**src/sv/plmc_pkg.sv**
```systemverilog
// Shared types and constants of the priority LED mode controller.
`timescale 1ns / 1ps
`default_nettype none

package plmc_pkg;

  // LED modes, in rising priority.
  typedef enum logic [1:0] {
    MODE_STATUS = 2'd0,
    MODE_FLASH  = 2'd1,
    MODE_OTA    = 2'd2
  } led_mode_e;

  // Command codes carried in the mode field of an input transaction.
  typedef enum logic [2:0] {
    CMD_SET_MODE      = 3'd0,
    CMD_STATUS_UPDATE = 3'd1,
    CMD_STATUS_DIRECT = 3'd2,
    CMD_FLASH_REQUEST = 3'd3,
    CMD_FLASH_RELEASE = 3'd4,
    CMD_FLASH_REFRESH = 3'd5,
    CMD_OTA_UPDATE    = 3'd6
  } cmd_e;

  // Flash requester codes.
  localparam logic SRC_MANUAL = 1'b0;

  // Field widths fixed by the channel format.
  localparam int unsigned LEVEL_W    = 8;
  localparam int unsigned TIME_MS_W  = 32;
  localparam int unsigned INTERVAL_W = 16;

  // Configuration register indexes and reset values.
  localparam int unsigned PADDR_W = 4;
  localparam logic [1:0] REG_STATUS_INTERVAL = 2'd0;
  localparam logic [1:0] REG_OTA_INTERVAL    = 2'd1;
  localparam logic [1:0] REG_OTA_LEVEL       = 2'd2;
  localparam logic [INTERVAL_W-1:0] STATUS_INTERVAL_RST = 16'd500;
  localparam logic [INTERVAL_W-1:0] OTA_INTERVAL_RST    = 16'd100;
  localparam logic [LEVEL_W-1:0]    OTA_LEVEL_RST       = 8'd255;

  // One input transaction as held in the input register.
  typedef struct packed {
    logic [2:0]           mode;
    logic [1:0]           target_mode;
    logic                 connected;
    logic                 enabled;
    logic                 lit;
    logic [LEVEL_W-1:0]   brightness;
    logic                 flash_source;
    logic [LEVEL_W-1:0]   intensity;
    logic [TIME_MS_W-1:0] time_ms;
  } in_item_t;

  // One result transaction as held in the result register.
  typedef struct packed {
    logic               pwm_written;
    logic [LEVEL_W-1:0] pwm_level;
    logic [1:0]         active_mode;
    logic               change_blocked;
  } out_item_t;

endpackage

`default_nettype wire

```
**src/sv/plmc_in_if.sv**
```systemverilog
// Input channel interface of the priority LED mode controller.
`timescale 1ns / 1ps
`default_nettype none

interface plmc_in_if;
  logic                              valid;
  logic                              ready;
  logic [2:0]                        mode;
  logic [1:0]                        target_mode;
  logic                              connected;
  logic                              enabled;
  logic                              lit;
  logic [plmc_pkg::LEVEL_W-1:0]      brightness;
  logic                              flash_source;
  logic [plmc_pkg::LEVEL_W-1:0]      intensity;
  logic [plmc_pkg::TIME_MS_W-1:0]    time_ms;

  modport source (
    output valid, mode, target_mode, connected, enabled, lit, brightness,
           flash_source, intensity, time_ms,
    input  ready
  );

  modport sink (
    input  valid, mode, target_mode, connected, enabled, lit, brightness,
           flash_source, intensity, time_ms,
    output ready
  );
endinterface

`default_nettype wire

```
**src/sv/plmc_out_if.sv**
```systemverilog
// Result channel interface of the priority LED mode controller.
`timescale 1ns / 1ps
`default_nettype none

interface plmc_out_if;
  logic                         valid;
  logic                         ready;
  logic                         pwm_written;
  logic [plmc_pkg::LEVEL_W-1:0] pwm_level;
  logic [1:0]                   active_mode;
  logic                         change_blocked;

  modport source (
    output valid, pwm_written, pwm_level, active_mode, change_blocked,
    input  ready
  );

  modport sink (
    input  valid, pwm_written, pwm_level, active_mode, change_blocked,
    output ready
  );
endinterface

`default_nettype wire

```
**src/sv/plmc_blink_tick.sv**
```systemverilog
// Blink timer check: wrapping elapsed time compared against an interval.
`timescale 1ns / 1ps
`default_nettype none

module plmc_blink_tick #(
  parameter int unsigned TIME_WIDTH = 32
) (
  input  wire logic [TIME_WIDTH-1:0]               now_i,
  input  wire logic [TIME_WIDTH-1:0]               last_i,
  input  wire logic [plmc_pkg::INTERVAL_W-1:0]     interval_i,
  output logic                                     due_o
);

  logic [TIME_WIDTH-1:0] elapsed;

  // The subtraction wraps modulo 2^TIME_WIDTH, so a timestamp wrap is harmless.
  assign elapsed = now_i - last_i;
  assign due_o   = (elapsed >= TIME_WIDTH'(interval_i));

endmodule

`default_nettype wire

```
**src/sv/priority_led_mode_controller.sv**
```systemverilog
// Top level of the priority LED mode controller.
//
// Usage: commands arrive as transactions on in_i and each one produces
// exactly one result transaction on out_o (PWM write flag, PWM level,
// active mode, blocked flag). Both channels use valid/ready handshakes.
// An accepted command is held in an input register; the mode logic evaluates
// it against the held state and loads the result register when that is free
// or drains. Throughput is one command per cycle while results are taken: the
// input register refills while the result register is being taken, and the
// single-pass mode logic sets that rate. When the receiver stalls, the result
// register holds its transaction and the input register holds the next one;
// in_i.ready drops only when both are full. The APB port writes the blink
// intervals and the OTA lit level (addresses 0x0, 0x4, 0x8) and reads them
// back; the user must write it only while the block is idle, which the block
// itself does not enforce. Reset clears all mode state to status mode, off,
// with no flash requests held, and restores the register defaults.
`timescale 1ns / 1ps
`default_nettype none

module priority_led_mode_controller #(
  parameter int unsigned TIME_WIDTH = 32,
  parameter int unsigned PWM_WIDTH  = 8
) (
  input  wire logic                          clk_i,
  input  wire logic                          rst_ni,
  plmc_in_if.sink                            in_i,
  plmc_out_if.source                         out_o,
  input  wire logic                          psel_i,
  input  wire logic                          penable_i,
  input  wire logic                          pwrite_i,
  input  wire logic [plmc_pkg::PADDR_W-1:0]  paddr_i,
  input  wire logic [31:0]                   pwdata_i,
  output logic [31:0]                        prdata_o,
  output logic                               pready_o
);

  // Configuration registers.
  logic [plmc_pkg::INTERVAL_W-1:0] status_interval_q;
  logic [plmc_pkg::INTERVAL_W-1:0] ota_interval_q;
  logic [plmc_pkg::LEVEL_W-1:0]    ota_level_q;
  logic                            cfg_write;
  logic [1:0]                      cfg_index;

  // Pipeline registers.
  logic                 in_valid_q;
  plmc_pkg::in_item_t   item_q;
  logic                 out_valid_q;
  plmc_pkg::out_item_t  result_q;
  plmc_pkg::out_item_t  result_d;
  logic                 advance;
  logic                 fire;

  // Mode state.
  plmc_pkg::led_mode_e   mode_q,         mode_d;
  logic                  status_on_q,    status_on_d;
  logic [TIME_WIDTH-1:0] status_last_q,  status_last_d;
  logic [PWM_WIDTH-1:0]  flash_shown_q,  flash_shown_d;
  logic                  ota_on_q,       ota_on_d;
  logic [TIME_WIDTH-1:0] ota_last_q,     ota_last_d;
  logic                  man_act_q,      man_act_d;
  logic [PWM_WIDTH-1:0]  man_lvl_q,      man_lvl_d;
  logic                  auto_act_q,     auto_act_d;
  logic [PWM_WIDTH-1:0]  auto_lvl_q,     auto_lvl_d;
  logic [PWM_WIDTH-1:0]  last_lvl_q,     last_lvl_d;

  // Step values derived from the held command.
  logic                  wrote;
  logic                  blocked;
  logic [TIME_WIDTH-1:0] now;
  logic [PWM_WIDTH-1:0]  bright;
  logic [PWM_WIDTH-1:0]  inten;
  logic [PWM_WIDTH-1:0]  ota_lit_level;
  logic [PWM_WIDTH-1:0]  req_lvl;
  logic [PWM_WIDTH-1:0]  drive_lvl;
  logic                  status_due;
  logic                  ota_due;

  // APB access: always ready, register index taken from the word address.
  assign pready_o  = 1'b1;
  assign cfg_index = paddr_i[3:2];
  assign cfg_write = psel_i && penable_i && pwrite_i;

  always_comb begin
    prdata_o = '0;
    unique case (cfg_index)
      plmc_pkg::REG_STATUS_INTERVAL: prdata_o = 32'(status_interval_q);
      plmc_pkg::REG_OTA_INTERVAL:    prdata_o = 32'(ota_interval_q);
      plmc_pkg::REG_OTA_LEVEL:       prdata_o = 32'(ota_level_q);
      default:                       prdata_o = '0;
    endcase
  end

  always_ff @(posedge clk_i or negedge rst_ni) begin
    if (!rst_ni) begin
      status_interval_q <= plmc_pkg::STATUS_INTERVAL_RST;
      ota_interval_q    <= plmc_pkg::OTA_INTERVAL_RST;
      ota_level_q       <= plmc_pkg::OTA_LEVEL_RST;
    end else if (cfg_write) begin
      unique case (cfg_index)
        plmc_pkg::REG_STATUS_INTERVAL: status_interval_q <= pwdata_i[15:0];
        plmc_pkg::REG_OTA_INTERVAL:    ota_interval_q    <= pwdata_i[15:0];
        plmc_pkg::REG_OTA_LEVEL:       ota_level_q       <= pwdata_i[7:0];
        default: ;
      endcase
    end
  end

  // Handshake: the mode logic fires when the result register is free or drains.
  assign advance     = !out_valid_q || out_o.ready;
  assign fire        = in_valid_q && advance;
  assign in_i.ready  = !in_valid_q || advance;

  // Field conversion into internal widths.
  assign now           = TIME_WIDTH'(item_q.time_ms);
  assign bright        = PWM_WIDTH'(item_q.brightness);
  assign inten         = PWM_WIDTH'(item_q.intensity);
  assign ota_lit_level = PWM_WIDTH'(ota_level_q);

  // Blink timers for status and OTA modes.
  plmc_blink_tick #(
    .TIME_WIDTH (TIME_WIDTH)
  ) u_status_tick (
    .now_i      (now),
    .last_i     (status_last_q),
    .interval_i (status_interval_q),
    .due_o      (status_due)
  );

  plmc_blink_tick #(
    .TIME_WIDTH (TIME_WIDTH)
  ) u_ota_tick (
    .now_i      (now),
    .last_i     (ota_last_q),
    .interval_i (ota_interval_q),
    .due_o      (ota_due)
  );

  // Mode logic: one pass over the held command, updating state in order.
  always_comb begin
    mode_d        = mode_q;
    status_on_d   = status_on_q;
    status_last_d = status_last_q;
    flash_shown_d = flash_shown_q;
    ota_on_d      = ota_on_q;
    ota_last_d    = ota_last_q;
    man_act_d     = man_act_q;
    man_lvl_d     = man_lvl_q;
    auto_act_d    = auto_act_q;
    auto_lvl_d    = auto_lvl_q;
    last_lvl_d    = last_lvl_q;
    wrote         = 1'b0;
    blocked       = 1'b0;
    req_lvl       = '0;
    drive_lvl     = '0;

    unique case (plmc_pkg::cmd_e'(item_q.mode))
      plmc_pkg::CMD_SET_MODE: begin
        // A code above OTA or the current mode itself is ignored.
        if (item_q.target_mode <= 2'(plmc_pkg::MODE_OTA) && item_q.target_mode != mode_q) begin
          if (item_q.target_mode != 2'(plmc_pkg::MODE_STATUS) &&
              item_q.target_mode < mode_q) begin
            blocked = 1'b1;
          end else begin
            mode_d = plmc_pkg::led_mode_e'(item_q.target_mode);
            unique case (mode_d)
              plmc_pkg::MODE_STATUS: begin
                status_on_d   = 1'b0;
                status_last_d = '0;
              end
              plmc_pkg::MODE_FLASH: flash_shown_d = '0;
              default: begin
                ota_on_d   = 1'b0;
                ota_last_d = '0;
              end
            endcase
          end
        end
      end

      plmc_pkg::CMD_STATUS_UPDATE: begin
        if (mode_q == plmc_pkg::MODE_STATUS) begin
          priority if (!item_q.enabled || bright == '0) begin
            wrote       = (last_lvl_q != '0);
            last_lvl_d  = '0;
            status_on_d = 1'b0;
          end else if (item_q.connected) begin
            if (!status_on_q) begin
              wrote       = (last_lvl_q != bright);
              last_lvl_d  = bright;
              status_on_d = 1'b1;
            end
          end else if (status_due) begin
            status_on_d   = !status_on_q;
            drive_lvl     = status_on_d ? bright : '0;
            wrote         = (last_lvl_q != drive_lvl);
            last_lvl_d    = drive_lvl;
            status_last_d = now;
          end
        end
      end

      plmc_pkg::CMD_STATUS_DIRECT: begin
        if (mode_q == plmc_pkg::MODE_STATUS) begin
          status_on_d = item_q.lit;
          drive_lvl   = item_q.lit ? bright : '0;
          wrote       = (last_lvl_q != drive_lvl);
          last_lvl_d  = drive_lvl;
        end
      end

      plmc_pkg::CMD_FLASH_REQUEST,
      plmc_pkg::CMD_FLASH_RELEASE,
      plmc_pkg::CMD_FLASH_REFRESH: begin
        // Update the held requests, then decide whether to apply them.
        logic apply;
        apply = 1'b0;
        if (plmc_pkg::cmd_e'(item_q.mode) == plmc_pkg::CMD_FLASH_REFRESH) begin
          apply = 1'b1;
        end else if (plmc_pkg::cmd_e'(item_q.mode) == plmc_pkg::CMD_FLASH_REQUEST) begin
          if (item_q.flash_source == plmc_pkg::SRC_MANUAL) begin
            if (!man_act_q || man_lvl_q != inten) begin
              man_act_d = 1'b1;
              man_lvl_d = inten;
              apply     = 1'b1;
            end
          end else if (!auto_act_q || auto_lvl_q != inten) begin
            auto_act_d = 1'b1;
            auto_lvl_d = inten;
            apply      = 1'b1;
          end
        end else begin
          if (item_q.flash_source == plmc_pkg::SRC_MANUAL) begin
            if (man_act_q) begin
              man_act_d = 1'b0;
              apply     = 1'b1;
            end
          end else if (auto_act_q) begin
            auto_act_d = 1'b0;
            apply      = 1'b1;
          end
        end

        // Requests stay held during OTA; manual wins over automatic.
        if (apply && mode_q != plmc_pkg::MODE_OTA) begin
          if (man_act_d || auto_act_d) begin
            req_lvl = man_act_d ? man_lvl_d : auto_lvl_d;
            if (mode_q != plmc_pkg::MODE_FLASH) begin
              mode_d        = plmc_pkg::MODE_FLASH;
              flash_shown_d = '0;
            end
            if (req_lvl != flash_shown_d) begin
              flash_shown_d = req_lvl;
              wrote         = (last_lvl_q != req_lvl);
              last_lvl_d    = req_lvl;
            end
          end else if (mode_q == plmc_pkg::MODE_FLASH) begin
            mode_d        = plmc_pkg::MODE_STATUS;
            status_on_d   = 1'b0;
            status_last_d = '0;
          end
        end
      end

      plmc_pkg::CMD_OTA_UPDATE: begin
        if (mode_q == plmc_pkg::MODE_OTA && ota_due) begin
          ota_on_d   = !ota_on_q;
          drive_lvl  = ota_on_d ? ota_lit_level : '0;
          wrote      = (last_lvl_q != drive_lvl);
          last_lvl_d = drive_lvl;
          ota_last_d = now;
        end
      end

      default: ;
    endcase

    result_d.pwm_written    = wrote;
    result_d.pwm_level      = plmc_pkg::LEVEL_W'(last_lvl_d);
    result_d.active_mode    = mode_d;
    result_d.change_blocked = blocked;
  end

  // Control and mode state.
  always_ff @(posedge clk_i or negedge rst_ni) begin
    if (!rst_ni) begin
      in_valid_q    <= 1'b0;
      out_valid_q   <= 1'b0;
      mode_q        <= plmc_pkg::MODE_STATUS;
      status_on_q   <= 1'b0;
      status_last_q <= '0;
      flash_shown_q <= '0;
      ota_on_q      <= 1'b0;
      ota_last_q    <= '0;
      man_act_q     <= 1'b0;
      man_lvl_q     <= '0;
      auto_act_q    <= 1'b0;
      auto_lvl_q    <= '0;
      last_lvl_q    <= '0;
    end else begin
      if (in_i.ready) begin
        in_valid_q <= in_i.valid;
      end
      if (advance) begin
        out_valid_q <= in_valid_q;
      end
      if (fire) begin
        mode_q        <= mode_d;
        status_on_q   <= status_on_d;
        status_last_q <= status_last_d;
        flash_shown_q <= flash_shown_d;
        ota_on_q      <= ota_on_d;
        ota_last_q    <= ota_last_d;
        man_act_q     <= man_act_d;
        man_lvl_q     <= man_lvl_d;
        auto_act_q    <= auto_act_d;
        auto_lvl_q    <= auto_lvl_d;
        last_lvl_q    <= last_lvl_d;
      end
    end
  end

  // Payload registers of the input and result stages.
  always_ff @(posedge clk_i) begin
    if (in_i.ready && in_i.valid) begin
      item_q.mode         <= in_i.mode;
      item_q.target_mode  <= in_i.target_mode;
      item_q.connected    <= in_i.connected;
      item_q.enabled      <= in_i.enabled;
      item_q.lit          <= in_i.lit;
      item_q.brightness   <= in_i.brightness;
      item_q.flash_source <= in_i.flash_source;
      item_q.intensity    <= in_i.intensity;
      item_q.time_ms      <= in_i.time_ms;
    end
    if (fire) begin
      result_q <= result_d;
    end
  end

  // Result channel.
  assign out_o.valid          = out_valid_q;
  assign out_o.pwm_written    = result_q.pwm_written;
  assign out_o.pwm_level      = result_q.pwm_level;
  assign out_o.active_mode    = result_q.active_mode;
  assign out_o.change_blocked = result_q.change_blocked;

`ifndef SYNTH
  // The reported mode is always one of the three modes.
  assert property (@(posedge clk_i) disable iff (!rst_ni)
    out_o.valid |-> out_o.active_mode != 2'd3)
    else $error("active mode code out of range");

  // Only a set mode command can be refused by priority.
  assert property (@(posedge clk_i) disable iff (!rst_ni)
    (fire && item_q.mode != 3'(plmc_pkg::CMD_SET_MODE)) |-> !blocked)
    else $error("blocked flag raised by a non set mode command");

  // Status commands write nothing outside status mode.
  assert property (@(posedge clk_i) disable iff (!rst_ni)
    (fire && mode_q != plmc_pkg::MODE_STATUS &&
     (item_q.mode == 3'(plmc_pkg::CMD_STATUS_UPDATE) ||
      item_q.mode == 3'(plmc_pkg::CMD_STATUS_DIRECT))) |-> !wrote)
    else $error("status command wrote PWM outside status mode");

  // A reported write always changes the driven level.
  assert property (@(posedge clk_i) disable iff (!rst_ni)
    fire |=> (!result_q.pwm_written || last_lvl_q != $past(last_lvl_q)))
    else $error("PWM write reported without a level change");
`endif

endmodule

`default_nettype wire

```
**src/flat_wrapper.sv**
```systemverilog
// flat-port wrapper written by rule: the top's interface ports become plain ports
module priority_led_mode_controller_flat 
#(
  parameter int unsigned TIME_WIDTH = 32,
  parameter int unsigned PWM_WIDTH  = 8
)
  (clk_i, rst_ni, psel_i, penable_i, pwrite_i, paddr_i, pwdata_i, prdata_o, pready_o, in_i_valid, in_i_mode, in_i_target_mode, in_i_connected, in_i_enabled, in_i_lit, in_i_brightness, in_i_flash_source, in_i_intensity, in_i_time_ms, in_i_ready, out_o_valid, out_o_pwm_written, out_o_pwm_level, out_o_active_mode, out_o_change_blocked, out_o_ready);
  plmc_in_if in_i_i ();
  plmc_out_if out_o_i ();
  input  wire logic clk_i;
  input  wire logic rst_ni;
  input  wire logic psel_i;
  input  wire logic penable_i;
  input  wire logic pwrite_i;
  input  wire logic [plmc_pkg::PADDR_W-1:0] paddr_i;
  input  wire logic [31:0] pwdata_i;
  output logic [31:0] prdata_o;
  output logic pready_o;
  input wire logic [$bits(in_i_i.valid)-1:0] in_i_valid;
  input wire logic [$bits(in_i_i.mode)-1:0] in_i_mode;
  input wire logic [$bits(in_i_i.target_mode)-1:0] in_i_target_mode;
  input wire logic [$bits(in_i_i.connected)-1:0] in_i_connected;
  input wire logic [$bits(in_i_i.enabled)-1:0] in_i_enabled;
  input wire logic [$bits(in_i_i.lit)-1:0] in_i_lit;
  input wire logic [$bits(in_i_i.brightness)-1:0] in_i_brightness;
  input wire logic [$bits(in_i_i.flash_source)-1:0] in_i_flash_source;
  input wire logic [$bits(in_i_i.intensity)-1:0] in_i_intensity;
  input wire logic [$bits(in_i_i.time_ms)-1:0] in_i_time_ms;
  output wire logic [$bits(in_i_i.ready)-1:0] in_i_ready;
  output wire logic [$bits(out_o_i.valid)-1:0] out_o_valid;
  output wire logic [$bits(out_o_i.pwm_written)-1:0] out_o_pwm_written;
  output wire logic [$bits(out_o_i.pwm_level)-1:0] out_o_pwm_level;
  output wire logic [$bits(out_o_i.active_mode)-1:0] out_o_active_mode;
  output wire logic [$bits(out_o_i.change_blocked)-1:0] out_o_change_blocked;
  input wire logic [$bits(out_o_i.ready)-1:0] out_o_ready;
  assign in_i_i.valid = in_i_valid;
  assign in_i_i.mode = in_i_mode;
  assign in_i_i.target_mode = in_i_target_mode;
  assign in_i_i.connected = in_i_connected;
  assign in_i_i.enabled = in_i_enabled;
  assign in_i_i.lit = in_i_lit;
  assign in_i_i.brightness = in_i_brightness;
  assign in_i_i.flash_source = in_i_flash_source;
  assign in_i_i.intensity = in_i_intensity;
  assign in_i_i.time_ms = in_i_time_ms;
  assign in_i_ready = in_i_i.ready;
  assign out_o_valid = out_o_i.valid;
  assign out_o_pwm_written = out_o_i.pwm_written;
  assign out_o_pwm_level = out_o_i.pwm_level;
  assign out_o_active_mode = out_o_i.active_mode;
  assign out_o_change_blocked = out_o_i.change_blocked;
  assign out_o_i.ready = out_o_ready;
  priority_led_mode_controller #(.TIME_WIDTH(TIME_WIDTH), .PWM_WIDTH(PWM_WIDTH)) u_core (.clk_i(clk_i), .rst_ni(rst_ni), .in_i(in_i_i), .out_o(out_o_i), .psel_i(psel_i), .penable_i(penable_i), .pwrite_i(pwrite_i), .paddr_i(paddr_i), .pwdata_i(pwdata_i), .prdata_o(prdata_o), .pready_o(pready_o));
endmodule
```
**config.mk**
```make
export PLATFORM = sky130hd
export DESIGN_NAME = priority_led_mode_controller_flat
export DESIGN_NICKNAME = d
export VERILOG_FILES = /design/src/sv/plmc_pkg.sv /design/src/sv/plmc_in_if.sv /design/src/sv/plmc_out_if.sv /design/src/sv/plmc_blink_tick.sv /design/src/sv/priority_led_mode_controller.sv /design/src/flat_wrapper.sv
export SDC_FILE = /design/constraint.sdc
export NUM_CORES = 1
export LEC_CHECK = 0
export ABC_CLOCK_PERIOD_IN_PS = 7100
export BUFFER_PORTS_ARGS = -buffer_cell sky130_fd_sc_hd__buf_2
export CAP_MARGIN = 10
export CORE_AREA = 2 2 166 168
export CTS_CLUSTER_SIZE = 20
export DETAILED_ROUTE_END_ITERATION = 7
export DIE_AREA = 0 0 168 170
export GPL_TIMING_DRIVEN = 0
export HOLD_SLACK_MARGIN = 0.02
export PLACE_DENSITY = 0.89
export SKIP_CTS_REPAIR_TIMING = 1
export SKIP_LAST_GASP = 1
export SLEW_MARGIN = 20
export SYNTH_ARGS = -nofsm -noshare
export SYNTH_HDL_FRONTEND = slang
export SYNTH_SLANG_ARGS = --single-unit
```
**constraint.sdc**
```tcl
create_clock -name clk_i -period 7.1 [get_ports clk_i]
set_input_delay 0 -clock clk_i [delete_from_list [all_inputs] [get_ports clk_i]]
set_output_delay 0 -clock clk_i [all_outputs]
set_load 0.1 [all_outputs]
```
==> results_dict.tcl, run 1 <==
set metrics [dict create \
    status "completed" \
    die_h_um 170 \
    synth_commonest_cells "309 x nand2_1, 177 x o21ai_0, 129 x inv_1" \
    final_nets 2340 \
    cts_tree "built" \
    slew_viol_final 0 \
    hold_viol_final 0 \
    grtUsageMet3_pct 5.63 \
    synthArstFlopShare_pct 67.6 \
    fill_cells 2025 \
    worst-setup-path-type "flop to flop" \
    fp-row-count 60 \
    power_density_mw_per_mm2 277 \
    grtUsageTotal_pct 34.5 \
    initial_core_util_pct 60.2 \
    wl_mm 51.6 \
    fin_crit_sh_pct 99.1 \
    fmax_ghz 0.142 \
    synth_seq_cells 213 \
    seqCellArea_mm2 0.00570 \
    drive_gt1_share_pct 12.3 \
    dr.pass1.iters 6 \
    grt_pass1_vias 15061 \
    drt_iter0_drc 1770 \
    vias 15950 \
    yosys_warnings 0 \
    grt_max_degree 75 \
    fin_ws_ns 0.0646 \
    portBuffers 111 \
    rsz0062_at_grt "false" \
    syn_area_mm2 0.0160 \
    antenna_left 0 \
    top_usage_layer "met2" \
    min_from "paddr_i[2]" \
    ys_seq_area_share_pct 35.5 \
    grt_first_pass_wirelength_mm 78.7 \
    gp_congestion 0.994 \
    io_pins 147 \
    finalWorstPathRequiredPeriod_ns 7.04 \
    postSynthAreaPerCell_um2 8.40 \
    cap_violations 0 \
    htree_levels 1 \
    whs_ns 0.0240 \
    clkTransAtPathRegs_ns 0.06 \
    critPathMaxFanout 10 \
    ir_worst_vdd_mv 0.225 \
    synth_ff_type "dfrtp_1" \
    hold_class "input port to flop" \
    place_inst 2379 \
    globalRouteOverflowTotal 0 \
    hpwl_mm 38.4 \
    worst_setup_path_end_kind "flop" \
    netlist_top_cells_area "dfrtp_1 20%, edfxtp_1 13%, ha_1 7.5%" \
    grt_util_met2_pct 58.3 \
    insertion_delay_ns 0.54 \
    root_buffer "clkbuf_16" \
    worst_ep_required_time_ns 7.56 \
    use_met1_pct 44.6 \
    worst_pin_slew_ns 1.09 \
    yosysMostFrequentCell "nand2_1" \
    clock-sinks 213 \
    dp_slack_ns -0.307 \
    core_mm2 0.0267 \
    wl_per_cell_um 20.6 \
    finalClockSkew_ns 0.0203 \
    yosys.area.top_type "dfrtp_1" \
    arrival_ns 7.49 \
    netlist_instances 1909 \
    clock_path_buffers 3 \
    max_slew_margin_pct 26.6 \
    cp-start-kind "flop" \
    setup_viol 0 \
    via_per_inst 6.37 \
    cp-startpoint "u_core.now[3]" \
    final_cells 2503 \
    drc 0 \
    die_width_um 168 \
    r2r_setup_slack_ns 0.06 \
    ys_types 96 \
    multi_input_area_mm2 0.00945 \
    area_growth_pct 17.0 \
    fin_setup_tns_ns 0 \
    cts-buffers-inserted 25 \
    r2r-start "u_core.now[3]" \
    leakagePower_uw 0.00760 \
    synth_enable_flop_cells 69 \
    synth.top_cell.area_share_pct 19.8 \
    design.die.area_mm2 0.0286 \
    antenna_found_initial 1 \
]
-- power breakdown --
part	internal (uW)	switching, uW	leakage (uW)
logic	756	1460	0.00469
clock network	764	529	0.000403
registers	1490	200	0.00251
total	3010	2190	0.00760
-- sequential cells by signal (all words and copies together), names as in the netlist, 2 cells and up --
register / count
u_core.auto_lvl_q: 8
u_core.bright: 8
u_core.flash_shown_q: 8
u_core.inten: 8
u_core.item_q: 9
u_core.last_lvl_q: 8
u_core.man_lvl_q: 8
u_core.mode_q: 2
u_core.now: 32
u_core.ota_interval_q: 16
u_core.ota_last_q: 32
u_core.ota_level_q: 8
u_core.out_o.active_mode: 2
u_core.out_o.pwm_level: 8
u_core.status_interval_q: 16
u_core.status_last_q: 32
-- through the flow --
stage	instance area, um^2	util, %	power (uW)
after floorplan	16100	-	3230
after global placement	17100	64.1	3730
after detailed placement	17200	64.4	3800
after CTS	18000	67.4	5100
after global routing	18800	70.4	5450
final	18800	70.4	5200
-- per-layer routing --
layer  vias to the layer above  wire length [um]
met5                         -                 0
met4                         0              1980
met3                       153              4710
met2                       839             24700
met1                      7580             20200
li1                       7378                 -
-- placed cells by master (no fill, tap or decap), drive strengths merged, types with 28 or more instances in the layout --
master	count
nand2	309
o21ai	185
buf	145
inv	131
dfrtp	127
a21oi	115
clkbuf	110
nor2	99
ha	96
dlygate4sd3	77
edfxtp	69
xnor2	53
nor3	43
nand3	41
mux2i	34
mux2	32
nand4	30
nor4	28
-- critical path: stages, from the launching register on --
cell and delay, ns:
edfxtp_1 0.49, ha_1 0.43, o211ai_1 0.13, a21oi_1 0.52
nor2_1 0.32, a22oi_1 0.34, a21oi_1 0.13, xnor2_1 0.16
ha_1 0.33, o21ai_0 0.08, nor2_1 0.05, nor3_1 0.55
nand4b_1 0.53, a2bb2oi_1 0.35, nand4_1 0.14, nor4_1 0.18
nand4_1 0.46, nor3b_1 0.36, o31ai_4 0.56, clkbuf_1 0.57
nand2_1 0.16, o21ai_0 0.11
-- area by class of cell --
type	instances	share of cell area, %
Buffer	106	2.64
Antenna cell	1	0.0133
Tap cell	341	2.27
Sequential cell	213	30.4
Clock buffer	35	3.75
Multi-Input combinational cell	1475	50.3
Clock inverter	11	0.613
Timing Repair Buffer	191	7.41
Inverter	130	2.60
-- cells by family after synthesis --
group / share of synthesized area, %
other: 0.0468
DFF: 35.5
adders and majority gates: 7.74
and+or+nand+nor: 20.4
muxes: 4.37
xor gates and xnor gates: 3.77
AOI/OAI and AO/OA: 22.0
buffers and inverters: 6.11
-- path summary, 6_finish.rpt --
check / end / cells after the start
worst max-delay path: u_core.status_last_q[5] / 21
worst min-delay path: u_core.ota_interval_q[0] / 3
worst max register to register: u_core.status_last_q[5] / 21
worst min register to register: u_core.ota_last_q[23] / 2
max in group asynchronous: u_core.last_lvl_q[4] / 3
min in group asynchronous: u_core.ota_interval_q[4] / 2
No activity file was read; power rests on OpenSTA's default activity.
==> run 2, diff against run 1 <==
CORE_AREA = 2 2 183 185   (was 2 2 166 168)
DIE_AREA = 0 0 185 187   (was 0 0 168 170)
PLACE_DENSITY = 0.77   (was 0.89)
==> run 2 against run 1 <==
The flow now finishes with violations (hold timing). Die area is 21% higher. Critical path type unchanged. Utilization is 13 points lower. Hold slack worse by 0.038 ns. Clock-buffer cell count is 2 higher. Global-route usage is 5.7 points lower. Highest routed layer unchanged. Largest cell class unchanged. Final area is 0.37% higher. Flip-flop and latch count stayed put. Largest power group unchanged.
==> results_dict.tcl, run 2 (synthesis gave the netlist of run 1 again) <==
set metrics [dict create \
    slew_viol_final 0 \
    r2r_setup_slack_ns 0.37 \
    swShare_pct 42.2 \
    r2r-start "u_core.now[4]" \
    arrival_ns 7.12 \
    grt_first_pass_wirelength_mm 79.1 \
    power_density_mw_per_mm2 271 \
    worst-setup-path-type "flop to flop" \
    leakagePower_uw 0.00758 \
    insertion_delay_ns 0.55 \
    p_comb_share_pct 42.7 \
    seqPwrFrac_pct 33.1 \
    hold_viol_final 13 \
    p_switching_uw 2160 \
    finalClockSkew_ns 0.0138 \
    total_power_uw 5110 \
    p_clk_share_pct 24.2 \
    dr.pass1.iters 6 \
    crit_chain "ha_1, a21o_1, a21oi_1, a21oi_1, nor3b_1, xnor2_1, ha_1, a21oi_1, o21ai_0, a2111oi_0, o2111a_1, nand4_1, nor4_1, nand4_1, nor3b_1, o31ai_2, clkbuf_1, o21ai_0" \
    fmax_ghz 0.149 \
    fill_cells 3012 \
    worst_ep_required_time_ns 7.49 \
    final_nets 2340 \
    finalWorstPathRequiredPeriod_ns 6.73 \
    portBuffers 111 \
    core_mm2 0.0329 \
    antenna_found_initial 2 \
    globalRouteOverflowTotal 0 \
    cap_violations 0 \
    root_buffer "clkbuf_16" \
    failed_checks "hold timing" \
    gp_congestion 0.991 \
    fp-row-count 67 \
    final_cells 2610 \
    crit_slowest_cell "o31ai_2" \
    grtUsageTotal_pct 28.8 \
    r2r_end "u_core.status_last_q[7]" \
    status "finished with violations" \
    die_width_um 185 \
    rsz0062_at_grt "false" \
    max_slew_margin_pct 29.9 \
    intPower_uw 2950 \
    fin_setup_tns_ns 0 \
    design.die.area_mm2 0.0346 \
    clock_path_buffers 3 \
    drt_iter0_drc 1264 \
    vias 15666 \
    wl_per_cell_um 19.5 \
    htree_levels 1 \
    hpwl_mm 38.9 \
    crit_top_cell "a21oi_1" \
    place_inst 2486 \
    area_growth_pct 17.5 \
    drc 0 \
    ir_worst_vdd_mv 0.182 \
    worst_pin_slew_ns 1.04 \
    worst_setup_path_end_kind "flop" \
    grt_max_degree 90 \
    fin_crit_sh_pct 94.8 \
    cts_tree "built" \
    hold_class "input port to asynchronous set/reset pin" \
    via_per_inst 6.00 \
    whs_ns -0.0136 \
    worst_r2r_path_depth 18 \
    layout_common_cells "309 x nand2_1, 177 x o21ai_0, 129 x inv_1" \
    slowest_delay_ns 0.77 \
    cts-buffers-inserted 25 \
    setup_viol 0 \
    clock-sinks 213 \
    grt_pass1_vias 14592 \
    wl_mm 51.0 \
    io_pins 147 \
    initial_core_util_pct 48.8 \
    clkTransAtPathRegs_ns 0.06 \
    cp-start-kind "flop" \
    drive_gt1_share_pct 12.0 \
    critPathMaxFanout 10 \
    final_common_cell "nand2_1" \
    antenna_left 0 \
    die_h_um 187 \
]
## run 2: cell count changes in the layout (fill, tap and decap cells not counted), sizes merged
cell / before / now
diode: 1 / 2
clkinv: 7 / 3
bufinv: 2 / 0
inv: 131 / 135
clkbuf: 110 / 112
clkinvlp: 1 / 0
## run 2: worst max-delay path by stage
stage | slack [ns] | start | cells after the start | end
finish | 0.37 | u_core.now[4] | 18 | u_core.status_last_q[7]
global route | 0.19 | u_core.now[9] | 21 | u_core.ota_last_q[31]
CTS | 0.60 | u_core.now[4] | 18 | u_core.status_last_q[7]
detailed placement | 0.65 | u_core.now[4] | 18 | u_core.status_last_q[8]
global placement | 0.68 | u_core.now[4] | 18 | u_core.status_last_q[12]
floorplan | 1.87 | u_core.now[0] | 23 | u_core.out_o.pwm_level[0]
## run 2: layer usage
layer | wire, um | GRT usage, % | up-vias
met5 | 0 | 0 | -
met4 | 2700 | 13.7 | 0
met3 | 3010 | 4.13 | 163
met2 | 24100 | 47.4 | 643
met1 | 21100 | 37.1 | 7480
li1 | - | - | 7380
## run 2: power groups by stage
stage          clock network [uW]  registers [uW]  logic, uW
2_1_floorplan                   0            1720       1500
3_3_place_gp                    0            1700       2050
3_5_place_dp                    0            1700       2100
4_1_cts                      1260            1680       2110
5_1_grt                      1310            1710       2380
6_report                     1240            1690       2180
## run 2: area by class of cell
type                            instances  area [um^2]  area share [%]
Buffer                                106          493            2.62
Multi-Input combinational cell       1475         9430            50.1
Clock buffer                           37          722            3.83
Timing Repair Buffer                  191         1400            7.41
Antenna cell                            2         5.00          0.0266
Sequential cell                       213         5700            30.2
Tap cell                              448          561            2.98
Clock inverter                          8         47.5           0.252
Inverter                              130          488            2.59
## run 2: through the flow
| step | area, um^2 | util (%) | setup slack, ns |
|---|---|---|---|
| final | 18800 | 57.3 | 0.366 |
| after global routing | 18800 | 57.3 | 0.191 |
| after CTS | 18100 | 55.0 | 0.596 |
| after detailed placement | 17300 | 52.6 | 0.651 |
| after global placement | 17200 | 52.4 | 0.681 |
| after floorplan | 16100 | - | 1.87 |
## run 2: critical path, delay by kind of cell (launching register included)
kind | cells | cell delay (ns)
AND/OR/NAND/NOR | 5 | 1.91
buffers and inverters | 1 | 0.46
adder cells (fa/ha/maj) | 2 | 0.75
AO/OA/AOI/OAI | 9 | 2.74
flip-flops | 1 | 0.53
XOR/XNOR | 1 | 0.20
